--- config.mk ---
export PLATFORM = sky130hd
export DESIGN_NAME = xmodem_block_receiver_flat
export DESIGN_NICKNAME = d
export VERILOG_FILES = /design/src/rtl/xbr_pkg.sv /design/src/rtl/xbr_if.sv /design/src/rtl/xmodem_block_receiver.sv /design/src/rtl/xbr_in_stage.sv /design/src/rtl/xbr_core.sv /design/src/rtl/xbr_out_stage.sv /design/src/flat_wrapper.sv
export VERILOG_INCLUDE_DIRS = /design/src /design/src/rtl
export SDC_FILE = /design/constraint.sdc
export NUM_CORES = 1
export LEC_CHECK = 0
export BUFFER_PORTS_ARGS = -buffer_cell sky130_fd_sc_hd__buf_2
export CAP_MARGIN = 20
export CELL_PAD_IN_SITES_DETAIL_PLACEMENT = 0
export CELL_PAD_IN_SITES_GLOBAL_PLACEMENT = 2
export CORE_MARGIN = 1.5
export CORE_UTILIZATION = 39
export CTS_CLUSTER_DIAMETER = 40
export DETAILED_ROUTE_END_ITERATION = 8
export GPL_ROUTABILITY_DRIVEN = 0
export PLACE_DENSITY_LB_ADDON = 0.1
export SLEW_MARGIN = 15
export SYNTH_ARGS = -nofsm -noshare
export SYNTH_HDL_FRONTEND = slang
export SYNTH_SLANG_ARGS = --single-unit
--- constraint.sdc ---
create_clock -name clk -period 6.8 [get_ports clk]
set_clock_uncertainty 0.1 [all_clocks]
set_input_delay 0.68 -clock clk [delete_from_list [all_inputs] [get_ports clk]]
set_output_delay 0.68 -clock clk [all_outputs]
set_load 0.02 [all_outputs]
--- src/rtl/assert_macros.svh ---
// Assertion macros used by the top level of the xmodem block receiver.
// No dependencies; the using module provides clk and rst_n.
`ifndef ASSERT_MACROS_SVH
`define ASSERT_MACROS_SVH

// Same-cycle implication, checked outside reset
`define XBR_ASSERT_SAME(label, ante, cons, msg) \
  label: assert property (@(posedge clk) disable iff (!rst_n) (ante) |-> (cons)) \
    else $error(msg);

// Next-cycle implication, checked outside reset
`define XBR_ASSERT_NEXT(label, ante, cons, msg) \
  label: assert property (@(posedge clk) disable iff (!rst_n) (ante) |=> (cons)) \
    else $error(msg);

`endif

--- src/rtl/xbr_pkg.sv ---
// Package for the xmodem block receiver: widths, codes, types, defaults.
// No dependencies; used by the interfaces and every module.
`default_nettype none

package xbr_pkg;

  // Fixed field widths
  localparam int REQ_W    = 2;
  localparam int BYTE_W   = 8;
  localparam int TICK_W   = 24;
  localparam int RETRY_W  = 8;
  localparam int STOFF_W  = 24;
  localparam int STATUS_W = 2;
  localparam int CFG_IDX_W = 2;
  localparam int CFG_DATA_W = 24;

  // Parameter defaults
  localparam int DEF_BLOCK_BYTES = 128;
  localparam int DEF_OFFSET_BITS = 24;

  // Configuration reset values
  localparam logic [TICK_W-1:0]  RST_START_WAIT = 24'h080000;
  localparam logic [TICK_W-1:0]  RST_BYTE_WAIT  = 24'h020000;
  localparam logic [RETRY_W-1:0] RST_RETRIES    = 8'd66;

  // Request codes
  localparam logic [REQ_W-1:0] REQ_BYTE  = 2'd0;
  localparam logic [REQ_W-1:0] REQ_TICK  = 2'd1;
  localparam logic [REQ_W-1:0] REQ_START = 2'd2;

  // Configuration register indexes
  localparam logic [CFG_IDX_W-1:0] CFG_START_WAIT = 2'd0;
  localparam logic [CFG_IDX_W-1:0] CFG_BYTE_WAIT  = 2'd1;
  localparam logic [CFG_IDX_W-1:0] CFG_RETRIES    = 2'd2;

  // Link characters
  localparam logic [BYTE_W-1:0] CH_SOH = 8'h01;
  localparam logic [BYTE_W-1:0] CH_EOT = 8'h04;
  localparam logic [BYTE_W-1:0] CH_ACK = 8'h06;
  localparam logic [BYTE_W-1:0] CH_NAK = 8'h15;
  localparam logic [BYTE_W-1:0] CH_CAN = 8'h18;

  // Status codes
  localparam logic [STATUS_W-1:0] ST_RUN      = 2'd0;
  localparam logic [STATUS_W-1:0] ST_COMPLETE = 2'd1;
  localparam logic [STATUS_W-1:0] ST_NOSENDER = 2'd2;
  localparam logic [STATUS_W-1:0] ST_ABORTED  = 2'd3;

  // Receiver phase, one-hot
  typedef enum logic [9:0] {
    PH_IDLE       = 10'b00_0000_0001,
    PH_WAIT_START = 10'b00_0000_0010,
    PH_BLK        = 10'b00_0000_0100,
    PH_CMP        = 10'b00_0000_1000,
    PH_DATA       = 10'b00_0001_0000,
    PH_SUM        = 10'b00_0010_0000,
    PH_NEXT       = 10'b00_0100_0000,
    PH_DONE       = 10'b00_1000_0000,
    PH_NOSENDER   = 10'b01_0000_0000,
    PH_ABORTED    = 10'b10_0000_0000
  } phase_t;

  // One input word
  typedef struct packed {
    logic [REQ_W-1:0]  req_type;
    logic [BYTE_W-1:0] rx_byte;
  } item_t;

  // One result word
  typedef struct packed {
    logic                send_valid;
    logic [BYTE_W-1:0]   send_byte;
    logic                store_valid;
    logic [STOFF_W-1:0]  store_offset;
    logic [BYTE_W-1:0]   store_byte;
    logic [STATUS_W-1:0] status;
  } result_t;

  // Status reported for a phase
  function automatic logic [STATUS_W-1:0] status_of(input phase_t ph);
    logic [STATUS_W-1:0] st;
    case (ph)
      PH_DONE:     st = ST_COMPLETE;
      PH_NOSENDER: st = ST_NOSENDER;
      PH_ABORTED:  st = ST_ABORTED;
      default:     st = ST_RUN;
    endcase
    return st;
  endfunction

endpackage

`default_nettype wire

--- src/rtl/xbr_if.sv ---
// Channel interfaces of the xmodem block receiver: input, result, config.
// Depends on xbr_pkg.
`default_nettype none

interface xbr_in_if;
  import xbr_pkg::*;
  logic              valid;
  logic              ready;
  logic [REQ_W-1:0]  req_type;
  logic [BYTE_W-1:0] rx_byte;
  modport source (output valid, req_type, rx_byte, input ready);
  modport sink   (input valid, req_type, rx_byte, output ready);
endinterface

interface xbr_out_if;
  import xbr_pkg::*;
  logic                valid;
  logic                ready;
  logic                send_valid;
  logic [BYTE_W-1:0]   send_byte;
  logic                store_valid;
  logic [STOFF_W-1:0]  store_offset;
  logic [BYTE_W-1:0]   store_byte;
  logic [STATUS_W-1:0] status;
  modport source (output valid, send_valid, send_byte, store_valid, store_offset,
                  store_byte, status, input ready);
  modport sink   (input valid, send_valid, send_byte, store_valid, store_offset,
                  store_byte, status, output ready);
endinterface

interface xbr_cfg_if;
  import xbr_pkg::*;
  logic                  valid;
  logic                  ready;
  logic [CFG_IDX_W-1:0]  reg_index;
  logic [CFG_DATA_W-1:0] wdata;
  modport source (output valid, reg_index, wdata, input ready);
  modport sink   (input valid, reg_index, wdata, output ready);
endinterface

`default_nettype wire

--- src/rtl/xmodem_block_receiver.sv ---
// Top level of the xmodem block receiver (checksum mode).
// Depends on xbr_pkg, xbr_if, xbr_in_stage, xbr_core, xbr_out_stage, assert_macros.svh.
`default_nettype none
`include "assert_macros.svh"

// XMODEM receiver, checksum mode. Each input word is a received byte, a timer
// tick or a start request, and each gives exactly one result word carrying an
// optional control byte to send (NAK, ACK or CAN), an optional payload byte with
// its running store offset, and the transfer status after that word. One word is
// taken every clock cycle while the result channel keeps up, as xbr_core updates
// its state as each word moves on. A word passes the input register and then
// the result register before its result is on the result channel. A stalled result
// channel fills both registers before the input side stalls.
// Configuration writes are taken at any time but are meant for an idle block;
// there is no clearing pass after reset.
module xmodem_block_receiver #(
  parameter int BLOCK_BYTES = xbr_pkg::DEF_BLOCK_BYTES,
  parameter int OFFSET_BITS = xbr_pkg::DEF_OFFSET_BITS
) (
  input  logic       clk,
  input  logic       rst_n,
  xbr_in_if.sink     in_if,
  xbr_out_if.source  out_if,
  xbr_cfg_if.sink    cfg_if
);
  import xbr_pkg::*;

  logic    held_valid;
  item_t   held_item;
  logic    can_load;
  logic    advance;
  result_t core_res;

  // Word moves from the input register into the result register
  assign advance = held_valid && can_load;

  xbr_in_stage u_in (
    .clk        (clk),
    .rst_n      (rst_n),
    .in_if      (in_if),
    .advance    (advance),
    .held_valid (held_valid),
    .held_item  (held_item)
  );

  xbr_core #(
    .BLOCK_BYTES (BLOCK_BYTES),
    .OFFSET_BITS (OFFSET_BITS)
  ) u_core (
    .clk    (clk),
    .rst_n  (rst_n),
    .cfg_if (cfg_if),
    .fire   (advance),
    .item   (held_item),
    .result (core_res)
  );

  xbr_out_stage u_out (
    .clk      (clk),
    .rst_n    (rst_n),
    .load     (advance),
    .result   (core_res),
    .can_load (can_load),
    .out_if   (out_if)
  );

  // Checks
  `XBR_ASSERT_SAME(a_no_send_and_store, out_if.valid, !(out_if.send_valid && out_if.store_valid), "control byte and payload byte in one word")
  `XBR_ASSERT_SAME(a_store_while_running, out_if.valid && out_if.store_valid, out_if.status == ST_RUN, "payload byte with a final status")
  `XBR_ASSERT_SAME(a_empty_input_ready, !held_valid, in_if.ready, "input side stalled with an empty input register")
  `XBR_ASSERT_NEXT(a_advance_loads_out, advance, out_if.valid, "result register not loaded after a word moved on")

endmodule

`default_nettype wire

--- src/rtl/xbr_in_stage.sv ---
// Input register of the xmodem block receiver: holds one word for the core.
// Depends on xbr_pkg and xbr_in_if.
`default_nettype none

module xbr_in_stage (
  input  logic            clk,
  input  logic            rst_n,
  xbr_in_if.sink          in_if,
  input  logic            advance,   // core consumes the held word this cycle
  output logic            held_valid,
  output xbr_pkg::item_t  held_item
);
  import xbr_pkg::*;

  logic  valid_r, valid_nxt;
  item_t item_r;
  logic  take;

  // Room when empty or when the held word moves on this cycle
  assign in_if.ready = !valid_r || advance;
  assign take        = in_if.valid && in_if.ready;

  always_comb begin
    valid_nxt = valid_r;
    if (take) begin
      valid_nxt = 1'b1;
    end else if (advance) begin
      valid_nxt = 1'b0;
    end
  end

  always_ff @(posedge clk) begin
    if (!rst_n) begin
      valid_r <= 1'b0;
    end else begin
      valid_r <= valid_nxt;
    end
  end

  // Payload, no reset
  always_ff @(posedge clk) begin
    if (take) begin
      item_r.req_type <= in_if.req_type;
      item_r.rx_byte  <= in_if.rx_byte;
    end
  end

  assign held_valid = valid_r;
  assign held_item  = item_r;

endmodule

`default_nettype wire

--- src/rtl/xbr_core.sv ---
// Receiver core: config registers, protocol state and single-pass result logic.
// Depends on xbr_pkg and xbr_cfg_if.
`default_nettype none

module xbr_core #(
  parameter int BLOCK_BYTES = xbr_pkg::DEF_BLOCK_BYTES,
  parameter int OFFSET_BITS = xbr_pkg::DEF_OFFSET_BITS
) (
  input  logic             clk,
  input  logic             rst_n,
  xbr_cfg_if.sink          cfg_if,
  input  logic             fire,     // process the held word now
  input  xbr_pkg::item_t   item,
  output xbr_pkg::result_t result
);
  import xbr_pkg::*;

  localparam int CNT_W = $clog2(BLOCK_BYTES);
  localparam logic [CNT_W-1:0] CNT_LAST = CNT_W'(BLOCK_BYTES - 1);

  // Configuration registers
  logic [TICK_W-1:0]  start_wait_r;
  logic [TICK_W-1:0]  byte_wait_r;
  logic [RETRY_W-1:0] retries_cfg_r;

  // Protocol state
  phase_t                 phase_r, phase_nxt;
  logic [BYTE_W-1:0]      block_num_r, block_num_nxt;
  logic [CNT_W-1:0]       byte_cnt_r, byte_cnt_nxt;
  logic [BYTE_W-1:0]      sum_r, sum_nxt;
  logic [TICK_W-1:0]      timer_r, timer_nxt;
  logic [RETRY_W-1:0]     retries_r, retries_nxt;
  logic [OFFSET_BITS-1:0] offset_r, offset_nxt;

  logic              active;
  logic [TICK_W-1:0] timer_dec;
  result_t           res;

  assign cfg_if.ready = 1'b1;

  // Config writes; indexes beyond the list are dropped
  always_ff @(posedge clk) begin
    if (!rst_n) begin
      start_wait_r  <= RST_START_WAIT;
      byte_wait_r   <= RST_BYTE_WAIT;
      retries_cfg_r <= RST_RETRIES;
    end else if (cfg_if.valid) begin
      case (cfg_if.reg_index)
        CFG_START_WAIT: start_wait_r  <= cfg_if.wdata;
        CFG_BYTE_WAIT:  byte_wait_r   <= cfg_if.wdata;
        CFG_RETRIES:    retries_cfg_r <= cfg_if.wdata[RETRY_W-1:0];
        default: ;
      endcase
    end
  end

  assign active    = phase_r inside {PH_WAIT_START, PH_BLK, PH_CMP, PH_DATA, PH_SUM,
                                     PH_NEXT};
  assign timer_dec = (timer_r != '0) ? timer_r - 1'b1 : '0;

  // Next state and result for the held word
  always_comb begin
    phase_nxt     = phase_r;
    block_num_nxt = block_num_r;
    byte_cnt_nxt  = byte_cnt_r;
    sum_nxt       = sum_r;
    timer_nxt     = timer_r;
    retries_nxt   = retries_r;
    offset_nxt    = offset_r;
    res           = '0;

    case (item.req_type)
      REQ_START: begin
        phase_nxt      = PH_WAIT_START;
        block_num_nxt  = 8'd1;
        byte_cnt_nxt   = '0;
        sum_nxt        = '0;
        offset_nxt     = '0;
        retries_nxt    = retries_cfg_r;
        timer_nxt      = start_wait_r;
        res.send_valid = 1'b1;
        res.send_byte  = CH_NAK;
      end
      REQ_TICK: begin
        if (active) begin
          timer_nxt = timer_dec;
          if (timer_dec == '0) begin
            res.send_valid = 1'b1;
            if (phase_r == PH_WAIT_START) begin
              if (retries_r != '0) begin
                // Start wait expired: resend NAK
                retries_nxt   = retries_r - 1'b1;
                timer_nxt     = start_wait_r;
                res.send_byte = CH_NAK;
              end else begin
                res.send_byte = CH_CAN;
                phase_nxt     = PH_NOSENDER;
              end
            end else begin
              res.send_byte = CH_CAN;
              phase_nxt     = PH_ABORTED;
            end
          end
        end
      end
      REQ_BYTE: begin
        if (active) begin
          timer_nxt = byte_wait_r;
          case (phase_r)
            PH_WAIT_START: begin
              if (item.rx_byte == CH_SOH) begin
                phase_nxt = PH_BLK;
              end else begin
                res.send_valid = 1'b1;
                res.send_byte  = CH_CAN;
                phase_nxt      = PH_ABORTED;
              end
            end
            PH_NEXT: begin
              if (item.rx_byte == CH_SOH) begin
                phase_nxt = PH_BLK;
              end else if (item.rx_byte == CH_EOT) begin
                res.send_valid = 1'b1;
                res.send_byte  = CH_ACK;
                phase_nxt      = PH_DONE;
              end else begin
                res.send_valid = 1'b1;
                res.send_byte  = CH_CAN;
                phase_nxt      = PH_ABORTED;
              end
            end
            PH_BLK: begin
              if (item.rx_byte == block_num_r) begin
                phase_nxt = PH_CMP;
              end else begin
                res.send_valid = 1'b1;
                res.send_byte  = CH_CAN;
                phase_nxt      = PH_ABORTED;
              end
            end
            PH_CMP: begin
              if (item.rx_byte == ~block_num_r) begin
                phase_nxt    = PH_DATA;
                byte_cnt_nxt = '0;
                sum_nxt      = '0;
              end else begin
                res.send_valid = 1'b1;
                res.send_byte  = CH_CAN;
                phase_nxt      = PH_ABORTED;
              end
            end
            PH_DATA: begin
              // Payload byte: store at running offset, fold into sum
              res.store_valid  = 1'b1;
              res.store_offset = STOFF_W'(offset_r);
              res.store_byte   = item.rx_byte;
              offset_nxt       = offset_r + 1'b1;
              sum_nxt          = sum_r + item.rx_byte;
              if (byte_cnt_r == CNT_LAST) begin
                byte_cnt_nxt = '0;
                phase_nxt    = PH_SUM;
              end else begin
                byte_cnt_nxt = byte_cnt_r + 1'b1;
              end
            end
            PH_SUM: begin
              res.send_valid = 1'b1;
              if (item.rx_byte == sum_r) begin
                res.send_byte = CH_ACK;
                block_num_nxt = block_num_r + 1'b1;
                phase_nxt     = PH_NEXT;
              end else begin
                res.send_byte = CH_CAN;
                phase_nxt     = PH_ABORTED;
              end
            end
            default: ;
          endcase
        end
      end
      default: ;
    endcase

    res.status = status_of(phase_nxt);
  end

  // State update, one word per cycle while fire is set
  always_ff @(posedge clk) begin
    if (!rst_n) begin
      phase_r     <= PH_IDLE;
      block_num_r <= 8'd1;
      byte_cnt_r  <= '0;
      sum_r       <= '0;
      timer_r     <= '0;
      retries_r   <= '0;
      offset_r    <= '0;
    end else if (fire) begin
      phase_r     <= phase_nxt;
      block_num_r <= block_num_nxt;
      byte_cnt_r  <= byte_cnt_nxt;
      sum_r       <= sum_nxt;
      timer_r     <= timer_nxt;
      retries_r   <= retries_nxt;
      offset_r    <= offset_nxt;
    end
  end

  assign result = res;

endmodule

`default_nettype wire

--- src/rtl/xbr_out_stage.sv ---
// Result register of the xmodem block receiver, drives the result channel.
// Depends on xbr_pkg and xbr_out_if.
`default_nettype none

module xbr_out_stage (
  input  logic             clk,
  input  logic             rst_n,
  input  logic             load,
  input  xbr_pkg::result_t result,
  output logic             can_load,   // empty, or the held word leaves now
  xbr_out_if.source        out_if
);
  import xbr_pkg::*;

  logic    valid_r, valid_nxt;
  result_t res_r;

  assign can_load = !valid_r || out_if.ready;

  always_comb begin
    valid_nxt = valid_r;
    if (load) begin
      valid_nxt = 1'b1;
    end else if (out_if.ready) begin
      valid_nxt = 1'b0;
    end
  end

  always_ff @(posedge clk) begin
    if (!rst_n) begin
      valid_r <= 1'b0;
    end else begin
      valid_r <= valid_nxt;
    end
  end

  // Payload, no reset
  always_ff @(posedge clk) begin
    if (load) begin
      res_r <= result;
    end
  end

  assign out_if.valid        = valid_r;
  assign out_if.send_valid   = res_r.send_valid;
  assign out_if.send_byte    = res_r.send_byte;
  assign out_if.store_valid  = res_r.store_valid;
  assign out_if.store_offset = res_r.store_offset;
  assign out_if.store_byte   = res_r.store_byte;
  assign out_if.status       = res_r.status;

endmodule

`default_nettype wire

--- src/flat_wrapper.sv ---
// flat-port wrapper written by rule: the top's interface ports become plain ports
module xmodem_block_receiver_flat import xbr_pkg::*;
#(
  parameter int BLOCK_BYTES = xbr_pkg::DEF_BLOCK_BYTES,
  parameter int OFFSET_BITS = xbr_pkg::DEF_OFFSET_BITS
)
  (clk, rst_n, in_if_valid, in_if_req_type, in_if_rx_byte, in_if_ready, out_if_valid, out_if_send_valid, out_if_send_byte, out_if_store_valid, out_if_store_offset, out_if_store_byte, out_if_status, out_if_ready, cfg_if_valid, cfg_if_reg_index, cfg_if_wdata, cfg_if_ready);
  xbr_in_if in_if_i ();
  xbr_out_if out_if_i ();
  xbr_cfg_if cfg_if_i ();
  input  logic clk;
  input  logic rst_n;
  input wire logic [$bits(in_if_i.valid)-1:0] in_if_valid;
  input wire logic [$bits(in_if_i.req_type)-1:0] in_if_req_type;
  input wire logic [$bits(in_if_i.rx_byte)-1:0] in_if_rx_byte;
  output wire logic [$bits(in_if_i.ready)-1:0] in_if_ready;
  output wire logic [$bits(out_if_i.valid)-1:0] out_if_valid;
  output wire logic [$bits(out_if_i.send_valid)-1:0] out_if_send_valid;
  output wire logic [$bits(out_if_i.send_byte)-1:0] out_if_send_byte;
  output wire logic [$bits(out_if_i.store_valid)-1:0] out_if_store_valid;
  output wire logic [$bits(out_if_i.store_offset)-1:0] out_if_store_offset;
  output wire logic [$bits(out_if_i.store_byte)-1:0] out_if_store_byte;
  output wire logic [$bits(out_if_i.status)-1:0] out_if_status;
  input wire logic [$bits(out_if_i.ready)-1:0] out_if_ready;
  input wire logic [$bits(cfg_if_i.valid)-1:0] cfg_if_valid;
  input wire logic [$bits(cfg_if_i.reg_index)-1:0] cfg_if_reg_index;
  input wire logic [$bits(cfg_if_i.wdata)-1:0] cfg_if_wdata;
  output wire logic [$bits(cfg_if_i.ready)-1:0] cfg_if_ready;
  assign in_if_i.valid = in_if_valid;
  assign in_if_i.req_type = in_if_req_type;
  assign in_if_i.rx_byte = in_if_rx_byte;
  assign in_if_ready = in_if_i.ready;
  assign out_if_valid = out_if_i.valid;
  assign out_if_send_valid = out_if_i.send_valid;
  assign out_if_send_byte = out_if_i.send_byte;
  assign out_if_store_valid = out_if_i.store_valid;
  assign out_if_store_offset = out_if_i.store_offset;
  assign out_if_store_byte = out_if_i.store_byte;
  assign out_if_status = out_if_i.status;
  assign out_if_i.ready = out_if_ready;
  assign cfg_if_i.valid = cfg_if_valid;
  assign cfg_if_i.reg_index = cfg_if_reg_index;
  assign cfg_if_i.wdata = cfg_if_wdata;
  assign cfg_if_ready = cfg_if_i.ready;
  xmodem_block_receiver #(.BLOCK_BYTES(BLOCK_BYTES), .OFFSET_BITS(OFFSET_BITS)) u_core (.clk(clk), .rst_n(rst_n), .in_if(in_if_i), .out_if(out_if_i), .cfg_if(cfg_if_i));
endmodule
== Yosys cells after proc, flatten, opt, wreduce, memory -nomap -nowiden ==
Index checks and enable logic that the tools add are counted.

* Bits of input ports: 41
* Register bits: 201
* Word-level logic and storage cells: 144

* Add/subtract/negate cells: 6
* Bitwise gates (word level): 1
* Reductions and logical operators: 27
* Equality and inequality tests: 29
* Mux-type cells: 61

{| class="wikitable"
|+ Operators with widths
! kind !! count
|-
| $mux W24 || 8
|-
| $mux W10 || 12
|-
| $mux W8 || 10
|-
| $pmux W24 S3 || 1
|-
| $pmux W8 S2 || 4
|-
| $pmux W10 S6 || 1
|-
| $mux W9 || 6
|-
| $pmux W24 S2 || 1
|-
| $pmux W9 S5 || 1
|-
| $mux W42 || 1
|-
| $mux W33 || 1
|-
| $pmux W10 S3 || 1
|-
| $pmux W7 S2 || 2
|-
| $pmux W9 S3 || 1
|-
| $add A24 B1 Y24 const B || 1
|-
| $eq A8 B8 Y1 || 3
|-
| $logic_not A24 Y1 || 1
|-
| $reduce_bool A24 Y1 || 1
|-
| $sub A24 B1 Y24 const B || 1
|-
| $mux W7 || 3
|-
| $ne A2 B2 Y1 const B || 8
|-
| $eq A10 B10 Y1 const B || 1
|-
| $eq A10 B2 Y1 const B || 1
|-
| $eq A10 B3 Y1 const B || 1
|-
| 34 further kinds || 53
|}

== Logic depth before layout (Yosys ltp) ==
Gate-level depths: netlist of run 1.

* Depth in word-level cells: 8
* Depth in mapped cells: 15
* Depth with buffers taken out: 11

== By module ==
Synthesis of run 1 repeated with hierarchy kept, for this count alone.

* Cell total of the unflattened synthesis: 1,117
* Area total of the unflattened synthesis: 9,859.5 um^2

{| class="wikitable"
|+ By module, submodules not included
! module !! cells each !! area each (um^2) !! times used
|-
| xbr_core || 1,053 || 8,125.3 || 1
|-
| xbr_out_stage || 48 || 1,370.1 || 1
|-
| xbr_in_stage || 15 || 357.8 || 1
|-
| xmodem_block_receiver || 1 || 6.3 || 1
|}

== Worst setup path after synthesis of run 1 ==
Ideal clock, no wire load.

* Kind: reg-to-reg
* Start point: register u_core.u_core.timer_r[0]
* End point: register u_core.u_out.res_r, in the netlist u_core.u_out.out_if.status[0], data pin
* Stages on the path, launching flop included: 14
* Buffers on the path: 2
* Slack: 3.717 ns
* Data arrival time: 2.727 ns
* Setup time: 0.257 ns
* Data required time: 6.443 ns
* Cells stage by stage: dfxtp_1 -> clkbuf_1 -> inv_1 -> ha_1 -> or3b_2 -> clkbuf_1 -> or3_1 -> a21oi_1 -> nand3_1 -> nor4_2 -> or2_2 -> a211o_1 -> xor2_1 -> nor3b_1

{| class="wikitable"
|+ RTL lines
! item !! line !! source
|-
| start: declaration || xbr_core.sv:31 || <nowiki>logic [TICK_W-1:0] timer_r, timer_nxt;</nowiki>
|-
| start signal: assignment || xbr_core.sv:202 || <nowiki>timer_r <= timer_nxt;</nowiki>
|-
| end signal: assignment || xbr_out_stage.sv:40 || <nowiki>res_r <= result;</nowiki>
|-
| end: declaration || xbr_out_stage.sv:16 || <nowiki>result_t res_r;</nowiki>
|}

== Worst setup path after layout of run 1 ==
* Start point: register u_core.u_core.timer_r[5]
* End point: register u_core.u_core.timer_r[16]

* Cells in the longest elaborated chain, start to end: 7

{| class="wikitable"
|+ RTL lines
! item !! line !! source
|-
| $sub A24 B1 Y24 / $reduce_bool A24 Y1 (equally long branches) || xbr_core.sv:59 || <nowiki>assign timer_dec = (timer_r != '0) ? timer_r - 1'b1 : '0;</nowiki>
|-
| $mux W24 * || xbr_core.sv:59 ||
|-
| branches (longest 2 deep; another with $logic_not A24 Y1) || -- ||
|-
| $mux W24 * || xbr_core.sv:87 || <nowiki>if (timer_dec == '0) begin</nowiki>
|-
| $mux W24 * || xbr_core.sv:85 || <nowiki>if (active) begin</nowiki>
|-
| $pmux W24 S3 * || xbr_core.sv:72 || <nowiki>case (item.req_type)</nowiki>
|}

Mark *: on every way between the ends. The select of a mux whose other input is x is not followed.
A chain may end at the register's enable or synchronous reset.

==> results of run 1 <==
state kept, by name, indices dropped and copies added, names as in the netlist:
signal	cells
u_core.u_core.retries_cfg_r	8
u_core.u_in.held_valid	1
u_core.u_core.timer_r	24
u_core.u_core.sum_r	8
u_core.u_out.out_if.store_byte	8
u_core.u_core.offset_r	24
u_core.u_out.out_if.valid	1
u_core.u_core.retries_r	8
u_core.u_out.out_if.status	2
u_core.u_core.byte_cnt_r	7
u_core.u_core.block_num_r	8
u_core.u_core.start_wait_r	24
u_core.u_out.out_if.store_valid	1
u_core.u_out.out_if.store_offset	24
u_core.u_out.out_if.send_valid	1
u_core.u_core.byte_wait_r	24
u_core.u_in.held_item	10
u_core.u_out.out_if.send_byte	5
u_core.u_core.phase_r	10
power by group through the flow:
stage	logic [uW]	registers [uW]	clock network [uW]
after floorplan	233	1300	0
after global placement	338	1300	0
after detailed placement	337	1300	0
after CTS	339	1270	1080
after global routing	372	1280	1130
final	337	1270	1050
area by class of cell:
| type | instances | area [sq um] | area share |
|---|---|---|---|
| Timing Repair Buffer | 95 | 513.0 | 0.04683 |
| Inverter | 14 | 52.55 | 0.004797 |
| Clock buffer | 17 | 425.4 | 0.03883 |
| Clock inverter | 15 | 193.9 | 0.01770 |
| Multi-Input combinational cell | 842 | 4891 | 0.4464 |
| Sequential cell | 198 | 4474 | 0.4084 |
| Tap cell | 324 | 405.4 | 0.03700 |
metal layers:
| metal | vias up | global-route usage | routed length (um) |
|---|---|---|---|
| li1 | 4081 | - | - |
| met1 | 3803 | 0.2803 | 12590 |
| met2 | 177 | 0.3410 | 12220 |
| met3 | 18 | 0.03357 | 1026 |
| met4 | 0 | 0.04335 | 263 |
| met5 | - | 0 | 0 |
layout by cell type (no fill, tap or decap), types with 10 or more instances in the layout:
master | netlist | layout
and2_1 | 35 | 35
ha_1 | 13 | 13
xnor2_1 | 22 | 22
nand4_1 | 13 | 13
nand3_1 | 20 | 20
xor2_1 | 39 | 39
a21oi_1 | 97 | 97
a22oi_1 | 12 | 12
buf_2 | 5 | 83
dfxtp_1 | 147 | 147
and3_1 | 13 | 13
nor4_1 | 15 | 15
nor3_1 | 28 | 27
nor2b_1 | 10 | 10
or3_1 | 12 | 12
edfxtp_1 | 51 | 51
buf_4 | 7 | 11
nand2_1 | 171 | 171
nand2b_1 | 12 | 12
inv_1 | 13 | 11
or4_1 | 10 | 10
a31oi_1 | 13 | 13
o21ai_0 | 69 | 68
nor2_1 | 106 | 105
clkbuf_16 | 0 | 17
final timing paths:
kind	startpoint	endpoint	slack, ps
max reg2reg	u_core.u_core.timer_r[5]	u_core.u_core.timer_r[16]	3010
min reg2reg	u_core.u_core.byte_wait_r[4]	u_core.u_core.byte_wait_r[4]	350
min	in_if_rx_byte[1]	u_core.u_in.held_item[1]	300
max	u_core.u_core.timer_r[5]	u_core.u_core.timer_r[16]	3010
through the flow:
stage	power, uW	hold WS (ps)
finish	2661	299.5
global placement	1639	341.7
floorplan	1537	331.5
global route	2776	283.5
CTS	2690	286.2
detailed placement	1637	344.3
logic make-up after synthesis:
logic type | after synthesis
muxes | 9
and+or+nand+nor | 494
adders and majority gates | 14
AOI/OAI and AO/OA | 260
buffers and inverters | 83
DFF | 198
xor gates and xnor gates | 61
other | 2
worst max-delay path, delay by kind of cell, from the launching register on:
family / cells / cell delay, ps
AO/OA/AOI/OAI: 5 / 1570
flip-flops: 1 / 370
AND/OR/NAND/NOR: 4 / 1670
==> results.yml, run 1 <==
run_status:
  status: "finished clean"
power_and_ir_drop:
  p_sw_uw: 793.4
  power_density_mw_per_mm2: 242.9
  internal_power_uw: 1868
  switching_share: 0.2981
  p_comb_frac: 0.126
  power.leakage_uw: 0.004034
  irDropWorstVdd_mv: 0.1927
  p_seq_frac: 0.478
  p_clk_frac: 0.395
critical_path:
  worstSetupStartpointType: "flip-flop"
  cp_max_fo: 19
  critPathArrivalTime_ps: 4060
  crit_slowest_cell: "a31o_1"
  end_kind: "flip-flop"
  reg2regPathDepth: 9
  worstPathCellList: "nor4_1 > nand2_1 > nor4_1 > o31ai_1 > o21a_2 > nor2_4 > a31o_1 > a222oi_1 > a21oi_1"
  critPathRequiredTime_ps: 7070
  crit_type: "flip-flop to flip-flop"
  cp_common_cell: "nor4_1"
  max_stage_delay_ps: 770
synth:
  ys.flop_type: "dfxtp_1"
  synth_mux_area_frac: 0.009407
  ys_seq_elements: 198
  synthArstFlopShare: 0
  yosysTopAreaCellShare: 0.3031
  yosys.area_share.adder: 0.01881
  synth-seq-area-share: 0.4608
  netlist_instances: 1121
  avgSynthCellArea_sq_um: 8.661
  yosysMostFrequentCell: "nand2_1"
  synth_top_family_by_area: "simple AND/OR/NAND/NOR gates"
  synth-compound-area-share: 0.1622
  synth_cell_types: 77
  synth_warnings: 0
  synth-simple-area-share: 0.2550
  ys_top_cells_by_count: "nand2_1, dfxtp_1, nor2_1"
  synth.area.top_cells: "dfxtp_1, edfxtp_1, nand2_1, a21oi_1, nor2_1"
  yosys.area.top_type: "dfxtp_1"
  netlist_area_sq_mm: 0.009709
  synth_xor_area_frac: 0.05503
  synth-edff-count: 51
place:
  dp_cells: 1472
  dpl-instance-area_sq_mm: 0.01032
  place_ws_ps: 3040
  place_hpwl_um: 17950
  portBuffers: 83
clock_network:
  cts_tree: "done"
  clk_pin_slew_ps: 90
  cts_repair_resize_count: 0
  clkLatencyLatePin_ps: 450
  cts_buffer_depth: 2
  cts.sinks: 198
  clock-root-buffer: "clkbuf_16"
  cts_buffers: 17
  holdBufCountCts: 0
  htree_num_levels: 4
  cts_setup_buffers: 0
sta:
  tns_ps: 0
  setup_viol: 0
  period_minus_slack_ps: 3792
  final_hold_viol_count: 0
  max_slew_margin: 0.3600
  tightest_slew_ps: 960.1
  rsz0062_at_grt: "no"
  drv_slew: 0
  finalCritPeriodShare: 0.5576
  layout_setup_ws_ps: 3008
  clock.fmax_mhz: 263.7
floorplanning:
  dieWidth_um: 160.8
  std_cell_rows: 57
  die_h_um: 160.8
  start_util: 0.3981
  dieArea_sq_mm: 0.02585
  core_area_sq_mm: 0.02439
  ios: 88
layout:
  drive_gt1_frac: 0.1380
  diodes: 0
  fillers: 2496
  stdcell_area_sq_mm: 0.01096
  areaGrowthSynthToFinish_pct: 12.83
  nets: 1223
  layout.cells.non_filler: 1505
  fin_util: 0.4492
routing:
  route.detailed.drc: 0
  final_antenna_net_count: 0
  vias: 8079
  wirelength_um: 26100
  wl_per_cell_um: 17.34
  first_pass_iters: 6
  viasPerCell: 5.368
  drt_iter0_markers: 514
grt:
  grt_pass1_wl_um: 41950
  grtUsageTotal: 0.2049
  antenna_found_initial: 0
  overflow: 0
  grt_max_degree: 57
  grt_pass1_vias: 7594
min_path:
  min_path_cells: 1
  hold_class: "input pin to flip-flop"
run:
  maxCapViolCount: 0
Note: power is estimated with default switching activity, not from simulation.
==> run 2: changes to the inputs <==
CORE_UTILIZATION = 37   (was 39)
clock period = 3.8 ns   (was 6.8 ns; I/O delays follow)
==> run 2 against run 1 <==
  * Non-clock buffer count grew 25
  * Hold slack lost 270 ps
  * Final cell count grew 2.4%
  * Fmax is 11% higher
  * Clock power grew 87%
  * Sequential share of layout area fell by 0.88 points
  * Critical path type unchanged
  * Largest power group unchanged
==> results.yml, run 2 (same netlist as run 1, synthesis figures left out) <==
layout:
  diodes: 0
  drive_gt1_frac: 0.1501
  areaGrowthSynthToFinish_pct: 15.31
  stdcell_area_sq_mm: 0.01120
  fillers: 2628
  nets: 1248
  seq_area_sq_mm: 0.004474
  final_common_cell: "nand2_1"
  layout_common_cells: "nand2_1, dfxtp_1, nor2_1"
  multi_input_area_sq_mm: 0.004886
  fin_util: 0.4321
floorplanning:
  dieWidth_um: 165.0
  std_cell_rows: 59
  dieArea_sq_mm: 0.02722
  start_util: 0.3747
  core_area_sq_mm: 0.02591
  die_h_um: 165.0
  ios: 88
power_and_ir_drop:
  power_density_mw_per_mm2: 435.4
  power.leakage_uw: 0.004171
  irDropWorstVdd_mv: 0.3021
sta:
  clock.fmax_mhz: 294.0
  layout_setup_ws_ps: 398.7
  timing.hold.ws_ps: 27.03
  drv_slew: 0
  period_minus_slack_ps: 3401
  setup_viol: 0
  tightest_slew_ps: 1022
  rsz0062_at_grt: "no"
  final_hold_viol_count: 0
  finalCritPeriodShare: 0.8951
  tns_ps: 0
  max_slew_margin: 0.3186
critical_path:
  worst-path-buf-inv: 0
  worstSetupStartpointType: "flip-flop"
  worstPathCellList: "or4_1 > o31a_1 > o32ai_1 > nand3_2 > nor4_2 > o21ai_1 > o21ai_0 > nand4_1 > nor3b_1"
  critPathRequiredTime_ps: 3970
  crit_start: "u_core.u_core.timer_r[4]"
  crit_slowest_cell: "or4_1"
  end_kind: "flip-flop"
  critPathTopFamily: "simple AND/OR/NAND/NOR gates"
  r2r_start: "u_core.u_core.timer_r[4]"
  critPathArrivalTime_ps: 3580
  cp_max_fo: 7
  crit_type: "flip-flop to flip-flop"
  max_stage_delay_ps: 710
grt:
  grtUsageTotal: 0.2016
  grt_max_degree: 42
  grt_pass1_wl_um: 42750
  antenna_found_initial: 0
  overflow: 0
  grt_pass1_vias: 7722
clock_network:
  holdBufCountCts: 5
  clock-root-buffer: "clkbuf_16"
  clkLatencyLatePin_ps: 440
  cts_repair_resize_count: 0
  cts.sinks: 198
  cts_buffers: 17
  clk_pin_slew_ps: 90
  cts_setup_buffers: 0
  cts_buffer_depth: 2
  htree_num_levels: 4
  cts_tree: "done"
place:
  dpl-instance-area_sq_mm: 0.01047
  place_ws_ps: 418.0
  place_hpwl_um: 18680
  portBuffers: 83
run:
  maxCapViolCount: 0
run_status:
  status: "finished clean"
routing:
  final_antenna_net_count: 0
  route.detailed.drc: 0
  first_pass_iters: 4
  wirelength_um: 26710
  wl_per_cell_um: 17.33
  viasPerCell: 5.283
  drt_iter0_markers: 488
  vias: 8141
min_path:
  hold_class: "input pin to flip-flop"
  min_from: "in_if_rx_byte[3]"
==> run 2: cell count changes in the layout (fill, tap and decap cells not counted) <==
cell           change
bufinv_16          +1
clkinv_4           -1
clkinvlp_4         -2
nor3_2             -1
inv_6              +2
clkinv_8           +1
nor3_1             +1
buf_4             +19
inv_8              -1
dlygate4sd3_1      +6
==> run 2: worst register-to-register path, stage by stage (launching register included) <==
cell     delay [ps]
dfxtp_1         370
or4_1           710
o31a_1          370
o32ai_1         350
nand3_2         180
nor4_2          410
o21ai_1         130
o21ai_0         230
nand4_1         170
nor3b_1         240
==> run 2: layer usage <==
layer / share of wire / global-route usage
met2: 0.46 / 0.3304
met4: 0.014 / 0.05078
met5: 0 / 0
met1: 0.50 / 0.2770
met3: 0.028 / 0.02938
==> run 2: layout make-up <==
class | instances | share of cell area
inverter | 14 | 0.004694
clock inverter | 15 | 0.01989
timing repair buffer | 120 | 0.06393
multi-input combinational | 842 | 0.4364
tap | 335 | 0.03744
sequential | 198 | 0.3996
clock buffer | 17 | 0.03800
==> run 2: through the flow <==
step / instances / total power, uW
3_5_place_dp: 1502 / 2962
6_report: 1541 / 4875
5_1_grt: 1541 / 5082
3_3_place_gp: 1502 / 2964
4_1_cts: 1539 / 4928
2_1_floorplan: 1123 / 2750
==> run 2: report_power, final <==
group,switching [uW],internal (uW)
clock,978,979
combinational,403,238
sequential,54.2,2220
==> run 2: final timing paths <==
path,to,slack (ps),cells past startpoint
setup / recovery,u_core.u_out.out_if.status[1],400,9
hold / removal,u_core.u_in.held_item[3],30,1
setup reg to reg,u_core.u_out.out_if.status[1],400,9
hold reg to reg,u_core.u_core.start_wait_r[9],360,2
==> run 3: changes to the inputs <==
clock period = 3.25 ns   (was 3.8 ns; I/O delays follow)
==> run 3 against run 2 <==
  * Combinational power up 28%
  * Non-clock buffer count up 35
  * First-iteration DRC count up 10%
  * Total power up 16%
  * Sequential cell count unchanged
  * Register-to-register slack worse by 260 ps
  * Global-route usage up 0.65 points
  * Hold slack worse by 7.0 ps
  * Highest routed layer unchanged
==> results.yml, run 3 (same netlist as run 1, synthesis figures left out) <==
run_status:
  status: "finished clean"
layout:
  drive_gt1_frac: 0.1749
  diodes: 0
  areaGrowthSynthToFinish_pct: 18.43
  nets: 1283
  final_common_cell: "nand2_1"
  layout_common_cells: "nand2_1, dfxtp_1, nor2_1"
  fin_util: 0.4438
grt:
  grt_pass1_wl_um: 43760
  grtUsageTotal: 0.2080
  antenna_found_initial: 0
  grt_max_degree: 39
  grt_pass1_vias: 7998
  overflow: 0
critical_path:
  end_kind: "flip-flop"
  max_stage_delay_ps: 550
  critPathArrivalTime_ps: 3290
  worstPathCellList: "or4_1 > buf_4 > nor4_1 > o32ai_1 > nand3_2 > nor4_4 > or2_2 > a211o_1 > xor2_1 > nor3b_2"
  cp_max_fo: 6
  worst-path-buf-inv: 1
  worstSetupStartpointType: "flip-flop"
  critPathTopFamily: "simple AND/OR/NAND/NOR gates"
  critPathRequiredTime_ps: 3430
  crit_slowest_cell: "or4_1"
  crit_type: "flip-flop to flip-flop"
sta:
  clock.fmax_mhz: 321.8
  rsz0062_at_grt: "yes"
  final_hold_viol_count: 0
  drv_slew: 0
  timing.hold.ws_ps: 20.07
  tightest_slew_ps: 875.9
  period_minus_slack_ps: 3108
  finalCritPeriodShare: 0.9562
  setup_viol: 0
  max_slew_margin: 0.4139
clock_network:
  clkLatencyLatePin_ps: 450
  cts_buffer_depth: 2
  clock-root-buffer: "clkbuf_16"
  clk_pin_slew_ps: 90
  cts_buffers: 17
  cts_tree: "done"
  htree_num_levels: 4
  cts.sinks: 198
place:
  portBuffers: 83
  place_hpwl_um: 19120
floorplanning:
  ios: 88
  dieArea_sq_mm: 0.02722
  std_cell_rows: 59
  die_h_um: 165.0
  core_area_sq_mm: 0.02591
  start_util: 0.3747
  dieWidth_um: 165.0
routing:
  viasPerCell: 5.239
  first_pass_iters: 5
  wirelength_um: 27370
  route.detailed.drc: 0
  drt_iter0_markers: 537
  vias: 8257
  wl_per_cell_um: 17.37
  final_antenna_net_count: 0
run:
  maxCapViolCount: 0
min_path:
  hold_class: "input pin to flip-flop"
power_and_ir_drop:
  p_seq_frac: 0.468
  p_clk_frac: 0.388
  internal_power_uw: 3985
  power_uw: 5677
  power_density_mw_per_mm2: 493.7
  p_sw_uw: 1692
  switching_share: 0.2980
  power.leakage_uw: 0.004354
  irDropWorstVdd_mv: 0.4250
  p_comb_frac: 0.144
-- run 3: cell count changes in the layout (fill, tap and decap cells not counted), sizes merged --
cell         change
buf             +31
clkinv           +1
dlygate4sd3      +4
bufinv           -1
clkinvlp         +1
inv              -1
-- run 3: tightest hold or removal path: stages --
cell	delay, ps
buf_2	90
a21oi_1	30
nor2_1	80
-- run 3: final timing paths --
| check | startpoint | endpoint | slack [ps] | cells after the start |
|---|---|---|---|---|
| setup / recovery | u_core.u_core.timer_r[5] | u_core.u_out.out_if.status[0] | 140 | 10 |
| hold / removal | in_if_valid | u_core.u_in.held_valid | 20 | 3 |
| setup reg to reg | u_core.u_core.timer_r[5] | u_core.u_out.out_if.status[0] | 140 | 10 |
| hold reg to reg | u_core.u_core.byte_wait_r[6] | u_core.u_core.byte_wait_r[6] | 360 | 2 |
-- run 3: layout make-up --
cell class                      count  area (sq um)
Clock buffer                       17         425.4
Clock inverter                     15         195.2
Fill cell                        2641         14410
Inverter                           14         52.55
Multi-Input combinational cell    842          4926
Sequential cell                   198          4474
Tap cell                          335         419.2
Timing Repair Buffer              155          1006
-- run 3: power by group through the flow --
| stage | Combinational [uW] | Clock [uW] | Sequential (uW) |
|---|---|---|---|
| 2_1_floorplan | 487 | 0 | 2730 |
| 3_3_place_gp | 799 | 0 | 2710 |
| 3_5_place_dp | 794 | 0 | 2710 |
| 4_1_cts | 816 | 2260 | 2660 |
| 5_1_grt | 902 | 2360 | 2670 |
| 6_report | 820 | 2200 | 2660 |
-- run 3: timing repair --
item                       4_1_cts  5_1_grt
gates resized for setup          2        8
pin swaps                        0        5
hold endpoints to repair        10        0
setup buffers                    0        2
hold buffers                    10        0
setup endpoints to repair        5       15
-- run 3: stage by stage --
stage          setup WS [ps]  cell area [sq um]  setup TNS [ps]  cells
3_3_place_gp           48.52              10720               0   1532
3_5_place_dp          -12.87              10720          -23.06   1532
6_report               142.3              11500               0   1576
4_1_cts                15.40              11450               0   1574
2_1_floorplan          166.5               9717               0   1123
5_1_grt             -0.08060              11500        -0.08060   1576
-- run 3: layer usage --
metal	track usage	vias to the layer above	wire, um
li1	-	4178	-
met5	0	-	0
met3	0.03290	16	787
met4	0.04341	0	219
met2	0.3471	144	12930
met1	0.2829	3919	13430
